**config.mk**
```make
export PLATFORM = sky130hd
export DESIGN_NAME = gzip_stored_member_framer
export DESIGN_NICKNAME = d
export VERILOG_FILES = /design/src/hdl/gzsf_pkg.sv /design/src/hdl/gzsf_queue.sv /design/src/hdl/gzsf_front.sv /design/src/hdl/gzsf_back.sv /design/src/hdl/gzip_stored_member_framer.sv
export SDC_FILE = /design/constraint.sdc
export NUM_CORES = 1
export LEC_CHECK = 0
export BUFFER_PORTS_ARGS = -buffer_cell sky130_fd_sc_hd__buf_4
export CAP_MARGIN = 5
export CELL_PAD_IN_SITES_DETAIL_PLACEMENT = 1
export CELL_PAD_IN_SITES_GLOBAL_PLACEMENT = 1
export CORE_ASPECT_RATIO = 1.5
export CORE_MARGIN = 4
export CORE_UTILIZATION = 40
export DETAILED_ROUTE_END_ITERATION = 12
export PLACE_DENSITY = 0.61
export SYNTH_ARGS = -nofsm -noshare
export SYNTH_HDL_FRONTEND = slang
export SYNTH_SLANG_ARGS = --single-unit
```
**constraint.sdc**
```tcl
create_clock -name clock -period 5.2 [get_ports clock]
set_input_delay 1.04 -clock clock [delete_from_list [all_inputs] [get_ports clock]]
set_output_delay 1.04 -clock clock [all_outputs]
set_load 0.05 [all_outputs]
```
**src/hdl/gzsf_pkg.sv**
```systemverilog
// ----------------------------------------------------------------------------
// gzsf_pkg
// Shared types, constants and the crc-32 byte step for the gzip stored-member
// framer.
// ----------------------------------------------------------------------------
package gzsf_pkg;

   localparam int QUEUE_DEPTH = 4;

   localparam logic [31:0] CRC_POLY = 32'hedb8_8320;
   localparam logic [31:0] CRC_ONES = 32'hffff_ffff;

   localparam logic [15:0] COUNT_MAX = 16'hffff;

   // output sequence positions of one queued byte
   localparam int          STEP_W     = 5;
   localparam logic [STEP_W-1:0] STEP_ID1      = 5'd0;
   localparam logic [STEP_W-1:0] STEP_ID2      = 5'd1;
   localparam logic [STEP_W-1:0] STEP_CM       = 5'd2;
   localparam logic [STEP_W-1:0] STEP_OS       = 5'd9;
   localparam logic [STEP_W-1:0] STEP_BLOCK    = 5'd10;
   localparam logic [STEP_W-1:0] STEP_LEN_LO   = 5'd11;
   localparam logic [STEP_W-1:0] STEP_LEN_HI   = 5'd12;
   localparam logic [STEP_W-1:0] STEP_NLEN_LO  = 5'd13;
   localparam logic [STEP_W-1:0] STEP_NLEN_HI  = 5'd14;
   localparam logic [STEP_W-1:0] STEP_DATA     = 5'd15;
   localparam logic [STEP_W-1:0] STEP_CRC0     = 5'd16;
   localparam logic [STEP_W-1:0] STEP_CRC1     = 5'd17;
   localparam logic [STEP_W-1:0] STEP_CRC2     = 5'd18;
   localparam logic [STEP_W-1:0] STEP_CRC3     = 5'd19;
   localparam logic [STEP_W-1:0] STEP_ISIZE0   = 5'd20;
   localparam logic [STEP_W-1:0] STEP_ISIZE1   = 5'd21;
   localparam logic [STEP_W-1:0] STEP_ISIZE2   = 5'd22;
   localparam logic [STEP_W-1:0] STEP_END      = 5'd23;

   localparam logic [7:0] GZ_ID1      = 8'h1f;
   localparam logic [7:0] GZ_ID2      = 8'h8b;
   localparam logic [7:0] GZ_CM       = 8'h08;
   localparam logic [7:0] GZ_OS       = 8'hff;
   localparam logic [7:0] STORED_LAST = 8'h01;

   typedef struct packed {
      logic [7:0]  data_byte;
      logic [15:0] length;
      logic        first;
      logic        last;
      logic [31:0] crc;
      logic        mismatch;
   } entry_type;

   function automatic logic [31:0] crc32_byte(input logic [31:0] c_in,
                                               input logic [7:0]  b);
      logic [31:0] c;
      c = c_in ^ {24'h0, b};
      for (int k = 0; k < 8; k++) begin
         c = c[0] ? (CRC_POLY ^ (c >> 1)) : (c >> 1);
      end
      return c;
   endfunction

endpackage

```
**src/hdl/gzsf_queue.sv**
```systemverilog
// ----------------------------------------------------------------------------
// gzsf_queue
// Small register queue between the classifying front end and the byte
// sequencer.
// ----------------------------------------------------------------------------
module gzsf_queue
   import gzsf_pkg::*;
#(
   parameter int Depth = QUEUE_DEPTH
) (
   input  logic      clock,
   input  logic      reset,
   input  logic      push,
   input  entry_type push_entry,
   output logic      full,
   input  logic      pop,
   output entry_type head,
   output logic      not_empty
);

   localparam int PtrW = $clog2(Depth);
   localparam int CntW = $clog2(Depth + 1);
   localparam logic [PtrW-1:0] PtrLast = PtrW'(Depth - 1);
   localparam logic [CntW-1:0] CntFull = CntW'(Depth);

   entry_type           entries_ff [Depth];
   logic [PtrW-1:0]     wr_ptr_ff, wr_ptr_in;
   logic [PtrW-1:0]     rd_ptr_ff, rd_ptr_in;
   logic [CntW-1:0]     count_ff, count_in;

   assign full      = (count_ff == CntFull);
   assign not_empty = (count_ff != '0);
   assign head      = entries_ff[rd_ptr_ff];

   always_comb begin
      wr_ptr_in = wr_ptr_ff;
      rd_ptr_in = rd_ptr_ff;
      count_in  = count_ff;
      if (push) begin
         wr_ptr_in = (wr_ptr_ff == PtrLast) ? '0 : wr_ptr_ff + 1'b1;
      end
      if (pop) begin
         rd_ptr_in = (rd_ptr_ff == PtrLast) ? '0 : rd_ptr_ff + 1'b1;
      end
      if (push && !pop) begin
         count_in = count_ff + 1'b1;
      end else if (pop && !push) begin
         count_in = count_ff - 1'b1;
      end
   end

   always_ff @(posedge clock) begin
      if (reset) begin
         wr_ptr_ff <= '0;
         rd_ptr_ff <= '0;
         count_ff  <= '0;
      end else begin
         wr_ptr_ff <= wr_ptr_in;
         rd_ptr_ff <= rd_ptr_in;
         count_ff  <= count_in;
      end
   end

   always_ff @(posedge clock) begin
      if (push) begin
         entries_ff[wr_ptr_ff] <= push_entry;
      end
   end

endmodule

```
**src/hdl/gzsf_front.sv**
```systemverilog
// ----------------------------------------------------------------------------
// gzsf_front
// Accepts payload bytes, drops strays, keeps member state and the running
// crc, and queues one entry per kept byte.
// ----------------------------------------------------------------------------
module gzsf_front
   import gzsf_pkg::*;
(
   input  logic        clock,
   input  logic        reset,
   input  logic        req_tvalid,
   output logic        req_tready,
   input  logic [23:0] req_tdata,   // data_byte [7:0], member_length [23:8]
   input  logic        req_tuser,   // first_byte
   input  logic        req_tlast,   // last_byte
   input  logic        queue_full,
   output logic        push,
   output entry_type   push_entry
);

   logic [31:0] crc_ff, crc_in;
   logic [15:0] count_ff, count_in;
   logic [15:0] decl_ff, decl_in;
   logic        open_ff, open_in;

   logic [7:0]  data_byte;
   logic [15:0] member_length;
   logic        keep;
   logic [31:0] crc_seed;

   assign data_byte     = req_tdata[7:0];
   assign member_length = req_tdata[23:8];
   assign req_tready    = !queue_full;
   assign keep          = req_tuser || open_ff;
   assign push          = req_tvalid && req_tready && keep;

   always_comb begin
      crc_seed = req_tuser ? CRC_ONES : crc_ff;
      crc_in   = crc32_byte(crc_seed, data_byte);
      decl_in  = req_tuser ? member_length : decl_ff;
      if (req_tuser) begin
         count_in = 16'd1;
      end else if (count_ff != COUNT_MAX) begin
         count_in = count_ff + 16'd1;
      end else begin
         count_in = count_ff;
      end
      open_in = !req_tlast;

      push_entry.data_byte = data_byte;
      push_entry.length    = decl_in;
      push_entry.first     = req_tuser;
      push_entry.last      = req_tlast;
      push_entry.crc       = crc_in ^ CRC_ONES;
      push_entry.mismatch  = (count_in != decl_in);
   end

   always_ff @(posedge clock) begin
      if (reset) begin
         crc_ff   <= CRC_ONES;
         count_ff <= '0;
         decl_ff  <= '0;
         open_ff  <= 1'b0;
      end else if (push) begin
         crc_ff   <= crc_in;
         count_ff <= count_in;
         decl_ff  <= decl_in;
         open_ff  <= open_in;
      end
   end

endmodule

```
**src/hdl/gzsf_back.sv**
```systemverilog
// ----------------------------------------------------------------------------
// gzsf_back
// Walks each queued entry through header, payload and trailer bytes and
// drives the registered output stream.
// ----------------------------------------------------------------------------
module gzsf_back
   import gzsf_pkg::*;
(
   input  logic       clock,
   input  logic       reset,
   input  entry_type  head,
   input  logic       not_empty,
   output logic       pop,
   output logic       rsp_tvalid,
   input  logic       rsp_tready,
   output logic [7:0] rsp_tdata,   // out_byte
   output logic       rsp_tuser,   // count_mismatch
   output logic       rsp_tlast    // end_of_member
);

   logic [STEP_W-1:0] step_ff, step_in;
   logic              active_ff, active_in;
   logic              valid_ff, valid_in;
   logic [7:0]        byte_ff, byte_in;
   logic              eom_ff, eom_in;
   logic              mis_ff, mis_in;

   logic [STEP_W-1:0] cur_step;
   logic              out_free;
   logic              emit;
   logic              done;
   logic [7:0]        step_byte;

   // a fresh entry starts at the header or straight at its payload byte
   assign cur_step = active_ff ? step_ff : (head.first ? STEP_ID1 : STEP_DATA);
   assign out_free = !valid_ff || rsp_tready;
   assign emit     = not_empty && out_free;
   assign done     = (cur_step == STEP_END) || ((cur_step == STEP_DATA) && !head.last);
   assign pop      = emit && done;

   always_comb begin
      case (cur_step)
         STEP_ID1:     step_byte = GZ_ID1;
         STEP_ID2:     step_byte = GZ_ID2;
         STEP_CM:      step_byte = GZ_CM;
         STEP_OS:      step_byte = GZ_OS;
         STEP_BLOCK:   step_byte = STORED_LAST;
         STEP_LEN_LO:  step_byte = head.length[7:0];
         STEP_LEN_HI:  step_byte = head.length[15:8];
         STEP_NLEN_LO: step_byte = ~head.length[7:0];
         STEP_NLEN_HI: step_byte = ~head.length[15:8];
         STEP_DATA:    step_byte = head.data_byte;
         STEP_CRC0:    step_byte = head.crc[7:0];
         STEP_CRC1:    step_byte = head.crc[15:8];
         STEP_CRC2:    step_byte = head.crc[23:16];
         STEP_CRC3:    step_byte = head.crc[31:24];
         STEP_ISIZE0:  step_byte = head.length[7:0];
         STEP_ISIZE1:  step_byte = head.length[15:8];
         default:      step_byte = 8'h00;   // flags, mtime, xfl, isize high
      endcase
   end

   always_comb begin
      step_in   = step_ff;
      active_in = active_ff;
      valid_in  = valid_ff && !rsp_tready;
      byte_in   = byte_ff;
      eom_in    = eom_ff;
      mis_in    = mis_ff;
      if (emit) begin
         valid_in = 1'b1;
         byte_in  = step_byte;
         eom_in   = (cur_step == STEP_END);
         mis_in   = (cur_step == STEP_END) && head.mismatch;
         if (done) begin
            active_in = 1'b0;
         end else begin
            active_in = 1'b1;
            step_in   = cur_step + 1'b1;
         end
      end
   end

   always_ff @(posedge clock) begin
      if (reset) begin
         step_ff   <= '0;
         active_ff <= 1'b0;
         valid_ff  <= 1'b0;
      end else begin
         step_ff   <= step_in;
         active_ff <= active_in;
         valid_ff  <= valid_in;
      end
   end

   always_ff @(posedge clock) begin
      byte_ff <= byte_in;
      eom_ff  <= eom_in;
      mis_ff  <= mis_in;
   end

   assign rsp_tvalid = valid_ff;
   assign rsp_tdata  = byte_ff;
   assign rsp_tlast  = eom_ff;
   assign rsp_tuser  = mis_ff;

endmodule

```
**src/hdl/gzip_stored_member_framer.sv**
```systemverilog
// ----------------------------------------------------------------------------
// gzip_stored_member_framer
// Wraps a payload byte stream into gzip members holding one stored block.
// ----------------------------------------------------------------------------
// Payload bytes are taken one per cycle while the queue is not full, and each
// adds one byte to the output stream. A byte flagged first (tuser) opens a
// member: 15 header bytes (gzip header, stored block byte, LEN, NLEN) go out
// ahead of it, and a byte flagged last (tlast) is followed by 8 trailer bytes
// (CRC-32 and ISIZE, little-endian). The output side therefore moves one byte
// per cycle while the receiver is ready. The front end folds the CRC in one
// byte step per cycle as bytes are accepted and queues each kept byte;
// QueueDepth entries let the input run on while the output sequencer works
// through headers and trailers, after which input is held off until the
// sequencer frees an entry. Bytes that arrive with no open member and no first
// flag are dropped. On the last trailer byte tuser reports whether the payload
// count differed from the declared length.
// ----------------------------------------------------------------------------
module gzip_stored_member_framer
   import gzsf_pkg::*;
#(
   parameter int QueueDepth = QUEUE_DEPTH
) (
   input  logic        clock,
   input  logic        reset,
   input  logic        req_tvalid,
   output logic        req_tready,
   input  logic [23:0] req_tdata,   // data_byte [7:0], member_length [23:8]
   input  logic        req_tuser,   // first_byte
   input  logic        req_tlast,   // last_byte
   output logic        rsp_tvalid,
   input  logic        rsp_tready,
   output logic [7:0]  rsp_tdata,   // out_byte
   output logic        rsp_tuser,   // count_mismatch
   output logic        rsp_tlast    // end_of_member
);

   logic      queue_full;
   logic      push;
   entry_type push_entry;
   logic      pop;
   entry_type head;
   logic      not_empty;

   gzsf_front u_front (
      .clock      (clock),
      .reset      (reset),
      .req_tvalid (req_tvalid),
      .req_tready (req_tready),
      .req_tdata  (req_tdata),
      .req_tuser  (req_tuser),
      .req_tlast  (req_tlast),
      .queue_full (queue_full),
      .push       (push),
      .push_entry (push_entry)
   );

   gzsf_queue #(
      .Depth (QueueDepth)
   ) u_queue (
      .clock      (clock),
      .reset      (reset),
      .push       (push),
      .push_entry (push_entry),
      .full       (queue_full),
      .pop        (pop),
      .head       (head),
      .not_empty  (not_empty)
   );

   gzsf_back u_back (
      .clock      (clock),
      .reset      (reset),
      .head       (head),
      .not_empty  (not_empty),
      .pop        (pop),
      .rsp_tvalid (rsp_tvalid),
      .rsp_tready (rsp_tready),
      .rsp_tdata  (rsp_tdata),
      .rsp_tuser  (rsp_tuser),
      .rsp_tlast  (rsp_tlast)
   );

endmodule

```
* After elaboration in Yosys (flattened, before gate mapping)
Memory sizes are Yosys's and may differ from the RTL's. A register that Yosys moved wholly into a read port is not among the register bits. Index checks and enable logic that the tools add are counted. Widths: inputs -> output; s select.
Storage, ports and cells: bits in registers 89, bits in writable memories 236, bits of input ports 30, output and inout port bits 12, logic and storage cells 104, memories 1
Operators by class: add/subtract/negate cells 6, equal/unequal tests 21, multiplexer cells 25, bitwise logic cells 13, reduce and logical (&&, ||, !) cells 25
Memory list:
- u_queue.entries_ff | words 4, width 59, rd ports 1, clocked after Yosys merged registers in 1, wr ports 1, RTL line gzsf_queue.sv:26 | entry_type entries_ff [Depth];
Operators by type and width (count):
- $mux 32 | 9
- $not 13->14 | 8
- $pmux 8 s14 | 1
- $mux 16 | 3
- $eq 5x4->1 const B | 7
- $eq 5x5->1 const B | 7
- $not 32->32 | 1
- $xor 32x8->32 | 1
- $add 16x1->16 const B | 1
- $ne 16x16->1 | 1
- $ne 16x16->1 const B | 1
- $not 8->8 | 2
- $logic_and 1x1->1 | 9
- $mux 2 | 4
- $logic_not 1->1 | 7
- $mux 3 | 2
- $add 5x1->5 const B | 1
- $eq 5x1->1 const B | 1
- $eq 5x2->1 const B | 1
- $logic_not 5->1 | 1
- $mux 5 | 1
- $add 2x1->2 const B | 2
- $eq 2x2->1 const B | 2
- $mux 1 | 4
- 10 further kinds | 13

* Depth between registers and ports, before layout
Gate-level depths: netlist of the first run.
depth in word-level cells 19, mapped depth 19, depth with buffers taken out 16

* Hierarchy
From an unflattened synthesis of the first run, not the netlist that was laid out.
Unflattened totals: cells, all modules 1052, area total of the unflattened synthesis 14934.3 um^2
Modules (own cells, without submodules):
- gzsf_queue | instances 1, cells an instance 353, area an instance 8968.6 um^2, sequential area each 7267.0 um^2
- gzsf_front | instances 1, cells an instance 546, area an instance 4538.1 um^2, sequential area each 1301.2 um^2
- gzsf_back | instances 1, cells an instance 153, area an instance 1427.6 um^2, sequential area each 440.4 um^2

* Least setup slack after synthesis of the first run
No wires, ideal clock.
path type input to register, from input port req_tuser, to memory u_queue.entries_ff[0][0] (netlist bit), enable pin, setup time 423 ps, data arrival time 3480 ps, required time 4777 ps, setup slack 1297 ps, stages on the path 6, path buffers 3, cells stage by stage buf_2 clkbuf_1 o21ai_0 clkinv_1 clkbuf_1 and2_1
Between the ends: longest elaborated chain between the ends 4
RTL lines:
- from (decl) | RTL line gzip_stored_member_framer.sv:28 | input logic req_tuser,
- $logic_or 1x1->1 | RTL line gzsf_front.sv:34 | assign keep = req_tuser || open_ff;
- $logic_and 1x1->1 | RTL line gzsf_front.sv:35 | assign push = req_tvalid && req_tready && keep;
- $mux 1 | RTL line gzsf_queue.sv:65 | if (push) begin
- $mux 1 (not written as such) | RTL line gzsf_queue.sv:66 | entries_ff[wr_ptr_ff] <= push_entry;
- to (decl) | RTL line gzsf_queue.sv:26
No other way between the ends.

==> impl_metrics.ini, run 1 <==
[cts]
tritoncts_clock_tree = yes
clock_tree_root = clkbuf_16
clock_tree.htree_level_count = 2
cts_hold_buf = 0
cts.path.max_buffers = 3
numClockSinks = 327
clock_insertion_delay_worst_skew_ns = 0.52
cts.clk_slew.worst_paths_ns = 0.07
post-cts-setup-buffer-count = 0
postCtsResizedCells = 0
cts_made_buffers = 35

[final_layout]
area_growth_syn_to_layout_pct = 13.59
final_common_cell = edfxtp_1
final_cell_area_um2 = 16400
antenna_cells = 0
final_cells = 1585
fraction_of_layout_instances_using_a_drive_strength_above_1_pct = 18.79
filler_cell_count = 3654
final-seq-area_um2 = 9014
layout.nets = 1123
utilization_pct = 45.90
multiInputGateArea_um2 = 5117
final_cell_mix = 246 x edfxtp_1, 109 x nor2_1, 79 x dfxtp_1

[critical_path]
timing_worst_setup_path_type = flip-flop to flip-flop
slowest_delay_ns = 0.53
critPathLaunchType = flip-flop
cell_breakdown_of_the_critical_path = mux4_2 -> nand2_1 -> o21ai_0 -> inv_1 -> ha_1 -> nor2b_1 -> ha_1 -> a21oi_1 -> nor2_1 -> inv_1 -> ha_1 -> inv_1 -> fa_1 -> xor2_1 -> or3_1 -> a21oi_1
critical_path_required_ns = 5.64
critical_path_maximum_fanout = 12
crit_slowest_cell = mux4_2
critPathCaptureType = flip-flop
arrival_time_worst_endpoint_ns = 4.42

[synth]
ys.warnings.count = 0
synth_fp_nets = 1091
synth_enable_flop_cells = 246
yosysTopAreaCell = edfxtp_1
synth_top_cell_area_share_pct = 51.16
total_of_flip_flops_plus_latches_after_synthesis = 327
avgSynthCellArea_um2 = 13.78
ys.flop_type = edfxtp_1
ys_async_sr_fraction_pct = 0
dominant_cells_by_area_after_synthesis = edfxtp_1 51%, dfxtp_1 11%, mux4_2 8.3%
syn_inst = 1048
synth_unique_cells = 61
seq_area_frac_synth_pct = 62.39
mappedNetlistArea_um2 = 14440

[placement]
sum_of_net_half_perimeters_after_detailed_placement_mm = 23.56
placed_cells_incl_taps = 1521
place.port_buffers = 41
gp_congestion = 0.7658
placement.cell_area_um2 = 15240

[routing]
drtAntennaViolNets = 0
post-route-drc-count = 0
drtPass1Iterations = 5
wirelength_per_cell_um = 22.71
via_per_inst = 5.413
totalWireLength_mm = 35.99
initialDrtViolationCount = 514
vias = 8579

[power]
switching_power_mw = 2.176
power_density_nw_per_um2 = 450.4
switching_power_share_of_the_total_pct = 29.45
comb_power_share_pct = 20.9
p_leak_nw = 5.440
clk_pwr_share_pct = 34.1
internal_power_mw = 5.211
peakVddDrop_v = 0.0002690
p_seq_share_pct = 45.0

[global_route]
grt-ovfl-total = 0
grt_pass1_vias = 9064
number_of_antenna_violations_at_the_first_check_in_global_routing = 0
wire_length_of_the_first_global_routing_pass_mm = 55.17
total_track_usage_pct = 18.59
grt_max_degree = 80

[timing]
tns_ns = 0
slew_headroom_pct = 33.73
final_worst_path_period_share_pct = 76.45
finClkSkew_ns = 0.01106
finalSetupViolCount = 0
maximum_clock_frequency_ghz = 0.2515
finalCriticalPeriod_ns = 3.976
final-max-slew-violation-count = 0
timing_worst_slew_pin_value_ns = 0.9940
final.hold.worst_slack_ns = 0.4681
hold_viol = 0
rsz0062_at_grt = no

[floorplan]
die_y_extent_um = 240.7
std_cell_core_area_um2 = 35730
die_w_um = 163.1
core.rowCount = 85
start_util_pct = 40.41
die-area_um2 = 39260
floorplan.io_pins = 42

[run_status]
outcome = finished clean

[worst_hold_path]
hold_class = flip-flop to flip-flop

[run]
max_cap_viols = 0
[synth_stat cells (4+ instances only)]
library cell,instances
nor2_1,109
clkbuf_1,40
mux2i_1,27
mux4_2,53
buf_1,4
inv_1,16
xnor2_2,4
a211oi_1,4
o22ai_1,4
mux2_2,13
a32oi_1,11
xor2_1,27
and3_1,6
a211o_1,28
o21ai_0,29
or3_1,9
xnor2_1,70
nor3_1,20
buf_2,15
a21oi_1,61
dfxtp_1,81
ha_1,12
edfxtp_1,246
nand4_1,10
nand2_1,57
a31oi_1,6
nor4_1,8
nand3_1,17
and2_1,7
nand2b_1,4
[path summary, 6_finish.rpt]
kind | startpoint | to | slack (ns) | cells after the start
max | flip-flop | u_queue.count_ff[2] | 1.22 | 16
min | u_front.crc_ff[14] | u_front.crc_ff[14] | 0.47 | 1
max reg2reg | flip-flop | u_queue.count_ff[2] | 1.22 | 16
min reg2reg | u_front.crc_ff[14] | u_front.crc_ff[14] | 0.47 | 1
[critical path, delay by kind of cell, from the launching register on]
family | cells | cell delay [ns]
xor gates and xnor gates | 1 | 0.08
DFF | 1 | 0.35
muxes | 1 | 0.53
adders and majority gates | 4 | 1.26
buffers and inverters | 3 | 0.30
and+or+nand+nor | 4 | 0.86
AOI/OAI and AO/OA | 3 | 0.50
[per-stage QoR]
step | total power, mW | setup WS, ns
2_1_floorplan | 4.411 | 1.297
3_3_place_gp | 4.903 | 1.233
3_5_place_dp | 4.943 | 1.225
4_1_cts | 7.483 | 1.190
5_1_grt | 7.728 | 0.9207
6_report | 7.387 | 1.224
[logic make-up (layout without fill, tap and decap cells)]
family	after synthesis	after routing	synth area share (%)
flip-flops	327	327	62.39
AND/OR/NAND/NOR	263	263	8.449
AO/OA/AOI/OAI	166	166	7.522
XOR/XNOR	106	106	6.993
multiplexers	93	93	11.15
buffers and inverters	80	139	2.314
adder cells (fa/ha/maj)	13	13	1.178
[power by group through the flow]
stage	clock network [mW]	registers (mW)	logic [mW]
6_report	2.52	3.33	1.54
5_1_grt	2.70	3.35	1.68
4_1_cts	2.59	3.33	1.56
3_5_place_dp	0	3.38	1.56
3_3_place_gp	0	3.38	1.53
2_1_floorplan	0	3.46	0.947
[routing by layer]
layer	vias up	part of all wire, %	track usage, %
li1	4000	-	-
met1	4392	42	23.84
met2	136	52	32.76
met4	0	2.4	5.290
met5	-	0	0
met3	51	3.7	2.973
[sequential cells by signal, indices dropped and copies added, names as in the netlist, named ones only]
signal / cells
u_back.rsp_tvalid: 1
u_queue.count_ff: 3
u_front.count_ff: 16
u_queue.entries_ff: 236
u_queue.rd_ptr_ff: 2
u_back.rsp_tdata: 8
u_back.step_ff: 5
u_front.open_ff: 1
u_front.decl_ff: 16
u_queue.wr_ptr_ff: 2
u_front.crc_ff: 32
u_back.rsp_tlast: 1
u_back.rsp_tuser: 1
u_back.active_ff: 1
[final cells by class]
| cell class | instances | area share [%] |
|---|---|---|
| clock inverters | 21 | 1.266 |
| repair buffers | 57 | 2.685 |
| inverters | 18 | 0.4120 |
| multi-input cells | 641 | 31.20 |
| clock buffers | 43 | 5.829 |
| well taps | 478 | 3.647 |
| flip-flops and latches | 327 | 54.96 |
Power figures use the tool's default switching activity.
==> run 2, diff against run 1 <==
clock period = 4 ns   (was 5.2 ns; I/O delays follow)
==> impl_metrics.ini, run 2 (synthesized netlist as in run 1, its figures left out) <==
[routing]
initialDrtViolationCount = 519
vias = 8715
post-route-drc-count = 0
wirelength_per_cell_um = 23.18
via_per_inst = 5.443
drtAntennaViolNets = 0
totalWireLength_mm = 37.11
drtPass1Iterations = 4

[floorplan]
die-area_um2 = 39260
core.rowCount = 85
die_w_um = 163.1
die_y_extent_um = 240.7
std_cell_core_area_um2 = 35730
floorplan.io_pins = 42
start_util_pct = 40.41

[cts]
clock_tree.htree_level_count = 2
tritoncts_clock_tree = yes
post-cts-setup-buffer-count = 0
numClockSinks = 327
cts.clk_slew.worst_paths_ns = 0.06
cts_hold_buf = 0
clock_tree_root = clkbuf_16
postCtsResizedCells = 0
cts_made_buffers = 34
clock_insertion_delay_worst_skew_ns = 0.53
cts.path.max_buffers = 3

[global_route]
grt_pass1_vias = 9268
grt-ovfl-total = 0
grt_max_degree = 93
total_track_usage_pct = 19.24
number_of_antenna_violations_at_the_first_check_in_global_routing = 0
wire_length_of_the_first_global_routing_pass_mm = 57.29

[final_layout]
area_growth_syn_to_layout_pct = 15.01
largest_register_ffs = 236
utilization_pct = 46.47
biggestRegsByFlops = u_queue.entries_ff (236), u_front.crc_ff (32)
final_cell_mix = 246 x edfxtp_1, 109 x nor2_1, 79 x dfxtp_1
final_cell_area_um2 = 16610
largest_register = u_queue.entries_ff
layout.nets = 1140
antenna_cells = 0
fraction_of_layout_instances_using_a_drive_strength_above_1_pct = 20.04
final_common_cell = edfxtp_1
final_cells = 1601

[placement]
placement.cell_area_um2 = 15430
placed_cells_incl_taps = 1539
place.port_buffers = 41
gp_congestion = 0.8354
sum_of_net_half_perimeters_after_detailed_placement_mm = 24.35

[worst_hold_path]
hold_end = u_front.decl_ff[12]
whs_path_depth = 2
hold_class = flip-flop to flip-flop
min_from = u_front.decl_ff[12]

[critical_path]
rr_endpoint = u_queue.count_ff[2]
critical_path_maximum_fanout = 4
arrival_time_worst_endpoint_ns = 3.94
setup_slack_of_the_most_critical_reg_to_reg_path_ns = 0.49
critPathCaptureType = flip-flop
critical_path_required_ns = 4.44
worst-r2r-cell-count = 16
timing_worst_setup_path_type = flip-flop to flip-flop
critPathLaunchType = flip-flop

[timing]
final_worst_path_period_share_pct = 87.63
timing_worst_slew_pin_value_ns = 0.9955
tns_ns = 0
maximum_clock_frequency_ghz = 0.2853
hold_viol = 0
finClkSkew_ns = 0.01936
slew_headroom_pct = 33.64
finalSetupViolCount = 0
final-max-slew-violation-count = 0
finalCriticalPeriod_ns = 3.505
rsz0062_at_grt = no

[power]
power_density_nw_per_um2 = 585.8
p_leak_nw = 5.534
peakVddDrop_v = 0.0003355
post-layout-total-power_mw = 9.727

[run]
max_cap_viols = 0

[run_status]
outcome = finished clean
## run 2: layout make-up
cell class | count | area, um^2
clock buffers | 45 | 972.2
clock inverters | 17 | 198.9
fillers | 3673 | 19130
inverters | 18 | 67.56
multi-input cells | 641 | 5117
flip-flops and latches | 327 | 9014
well taps | 478 | 598.1
repair buffers | 75 | 638.1
## run 2: per-stage QoR
step | hold WS [ns] | setup slack, ns
2_1_floorplan | 0.4362 | 0.3366
3_3_place_gp | 0.4445 | 0.4388
3_5_place_dp | 0.4512 | 0.4494
4_1_cts | 0.4669 | 0.4674
5_1_grt | 0.4757 | 0.1837
6_report | 0.4623 | 0.4949
## run 2: routing by layer
metal,GRT usage [%],wire length [um]
met1,24.80,15820
met2,33.92,19150
met3,2.699,1172
met4,5.748,971
met5,0,0
## run 2: worst max-delay path by stage
stage / start / end / slack [ns]
after global placement: req_tuser / u_front.crc_ff[16] / 0.44
after floorplan: req_tuser / u_queue.entries_ff[1][0] / 0.34
after CTS: flip-flop / u_queue.count_ff[2] / 0.47
final: flip-flop / u_queue.count_ff[2] / 0.49
after global routing: flip-flop / u_queue.count_ff[2] / 0.18
after detailed placement: req_tuser / u_front.crc_ff[16] / 0.45
## run 2: power breakdown
part           leakage, nW  internal, mW  switching [mW]
Sequential            2.92          4.19           0.152
Combinational         2.05         0.735            1.37
Clock                0.565          1.93            1.36
Total                 5.53          6.85            2.88
## run 2: critical path: stages (launching register included)
cell	delay, ns
dfxtp_4	0.35
mux4_2	0.36
nand2_1	0.10
o21ai_0	0.20
inv_1	0.13
ha_1	0.25
nor2b_1	0.14
ha_1	0.22
a21oi_1	0.23
nor2_1	0.11
inv_1	0.09
ha_1	0.18
inv_1	0.06
fa_1	0.38
xor2_1	0.17
or3_1	0.30
a21oi_1	0.14
==> run 3, diff against run 2 <==
clock period = 4.3 ns   (was 4 ns; I/O delays follow)
==> impl_metrics.ini, run 3 (synthesized netlist as in run 1, its figures left out) <==
[run_status]
outcome = finished clean

[timing]
rsz0062_at_grt = no
finalSetupViolCount = 0
timing.final.ws_setup_ns = 0.4846
final.hold.worst_slack_ns = 0.4669
finalCriticalPeriod_ns = 3.815
maximum_clock_frequency_ghz = 0.2621
tns_ns = 0
timing_worst_slew_pin_value_ns = 0.9907
finClkSkew_ns = 0.009812
final-max-slew-violation-count = 0
slew_headroom_pct = 33.95
final_worst_path_period_share_pct = 88.73
hold_viol = 0

[critical_path]
cell_breakdown_of_the_critical_path = mux4_2 -> nand2_1 -> o21ai_0 -> inv_1 -> ha_1 -> nor2b_1 -> ha_1 -> a21oi_1 -> nor2_1 -> inv_1 -> ha_1 -> inv_1 -> fa_1 -> xor2_1 -> or3_1 -> a21oi_1
crit_family = adder cells
critPathCaptureType = flip-flop
arrival_time_worst_endpoint_ns = 4.30
critPathLaunchType = flip-flop
critical_path_required_ns = 4.79
slowest_delay_ns = 0.47
crit_slowest_cell = dfxtp_2
timing_worst_setup_path_type = flip-flop to flip-flop
critical_path_buf_inv_count = 3
critical_path_maximum_fanout = 9

[placement]
sum_of_net_half_perimeters_after_detailed_placement_mm = 24.45
place.port_buffers = 41
placement.cell_area_um2 = 15400
place_ws_ns = 0.4800
gp_congestion = 0.7911

[cts]
cts.clk_slew.worst_paths_ns = 0.07
cts_hold_buf = 0
post-cts-setup-buffer-count = 0
clock_tree.htree_level_count = 1
numClockSinks = 327
clock_insertion_delay_worst_skew_ns = 0.56
cts_made_buffers = 31
clock_tree_root = clkbuf_16
tritoncts_clock_tree = yes
cts.path.max_buffers = 3
postCtsResizedCells = 0

[global_route]
total_track_usage_pct = 19.06
grt_util_met1_pct = 24.72
met3_track_utilization_from_global_routing_pct = 2.067
grt_max_degree = 80
use_met2_pct = 33.97
grt_pass1_vias = 9190
busiest_layer = met2
grt-ovfl-total = 0
number_of_antenna_violations_at_the_first_check_in_global_routing = 0
wire_length_of_the_first_global_routing_pass_mm = 57.10

[power]
comb_power_share_pct = 22.0
post-layout-total-power_mw = 8.611
p_leak_nw = 5.433
power_density_nw_per_um2 = 525.6
peakVddDrop_v = 0.0003349
clk_pwr_share_pct = 31.1
p_seq_share_pct = 46.9
switching_power_mw = 2.549
switching_power_share_of_the_total_pct = 29.60
internal_power_mw = 6.062

[final_layout]
biggestRegsByFlops = u_queue.entries_ff (236), u_front.crc_ff (32)
final_common_cell = edfxtp_1
area_growth_syn_to_layout_pct = 13.48
fraction_of_layout_instances_using_a_drive_strength_above_1_pct = 18.60
largest_register = u_queue.entries_ff
final_cell_area_um2 = 16380
largest_register_ffs = 236
antenna_cells = 0
final_cell_mix = 246 x edfxtp_1, 109 x nor2_1, 79 x dfxtp_1
layout.nets = 1132

[routing]
via_per_inst = 5.400
totalWireLength_mm = 36.95
post-route-drc-count = 0
vias = 8591
initialDrtViolationCount = 385
drtAntennaViolNets = 0
wirelength_per_cell_um = 23.23
drtPass1Iterations = 4

[floorplan]
die_y_extent_um = 240.7
floorplan.io_pins = 42
core.rowCount = 85
std_cell_core_area_um2 = 35730
die_w_um = 163.1
start_util_pct = 40.41
die-area_um2 = 39260

[run]
max_cap_viols = 0

[worst_hold_path]
hold_class = flip-flop to flip-flop
-- run 3: power groups by stage --
stage	clock network [mW]	logic (mW)	registers, mW
global placement	0	1.88	4.10
floorplan	0	1.14	4.19
CTS	2.76	1.92	4.04
global route	2.88	2.06	4.06
finish	2.67	1.90	4.04
detailed placement	0	1.92	4.11
-- run 3: layer usage --
layer | vias up | part of all wire, %
met5 | - | 0
met4 | 0 | 2.6
met3 | 51 | 2.9
met2 | 113 | 52
met1 | 4415 | 42
li1 | 4012 | -
-- run 3: worst paths after layout --
check	start	endpoint	slack, ns	cells after the start
setup / recovery	flip-flop	u_queue.count_ff[2]	0.48	16
hold reg to reg	u_front.crc_ff[28]	u_front.crc_ff[28]	0.47	1
hold / removal	u_front.crc_ff[28]	u_front.crc_ff[28]	0.47	1
setup reg to reg	flip-flop	u_queue.count_ff[2]	0.48	16
-- run 3: per-stage QoR --
stage	cells	utilization, %
floorplan	1048	-
global placement	1534	43.09
detailed placement	1534	43.09
CTS	1591	45.85
global route	1591	45.85
finish	1591	45.85
-- run 3: layout make-up --
| class | instances | area (um^2) |
|---|---|---|
| tap | 478 | 598.1 |
| clock inverter | 15 | 130.1 |
| timing repair buffer | 70 | 600.6 |
| clock buffer | 42 | 857.1 |
| inverter | 18 | 67.56 |
| multi-input combinational | 641 | 5117 |
| fill | 3664 | 19350 |
| sequential | 327 | 9014 |
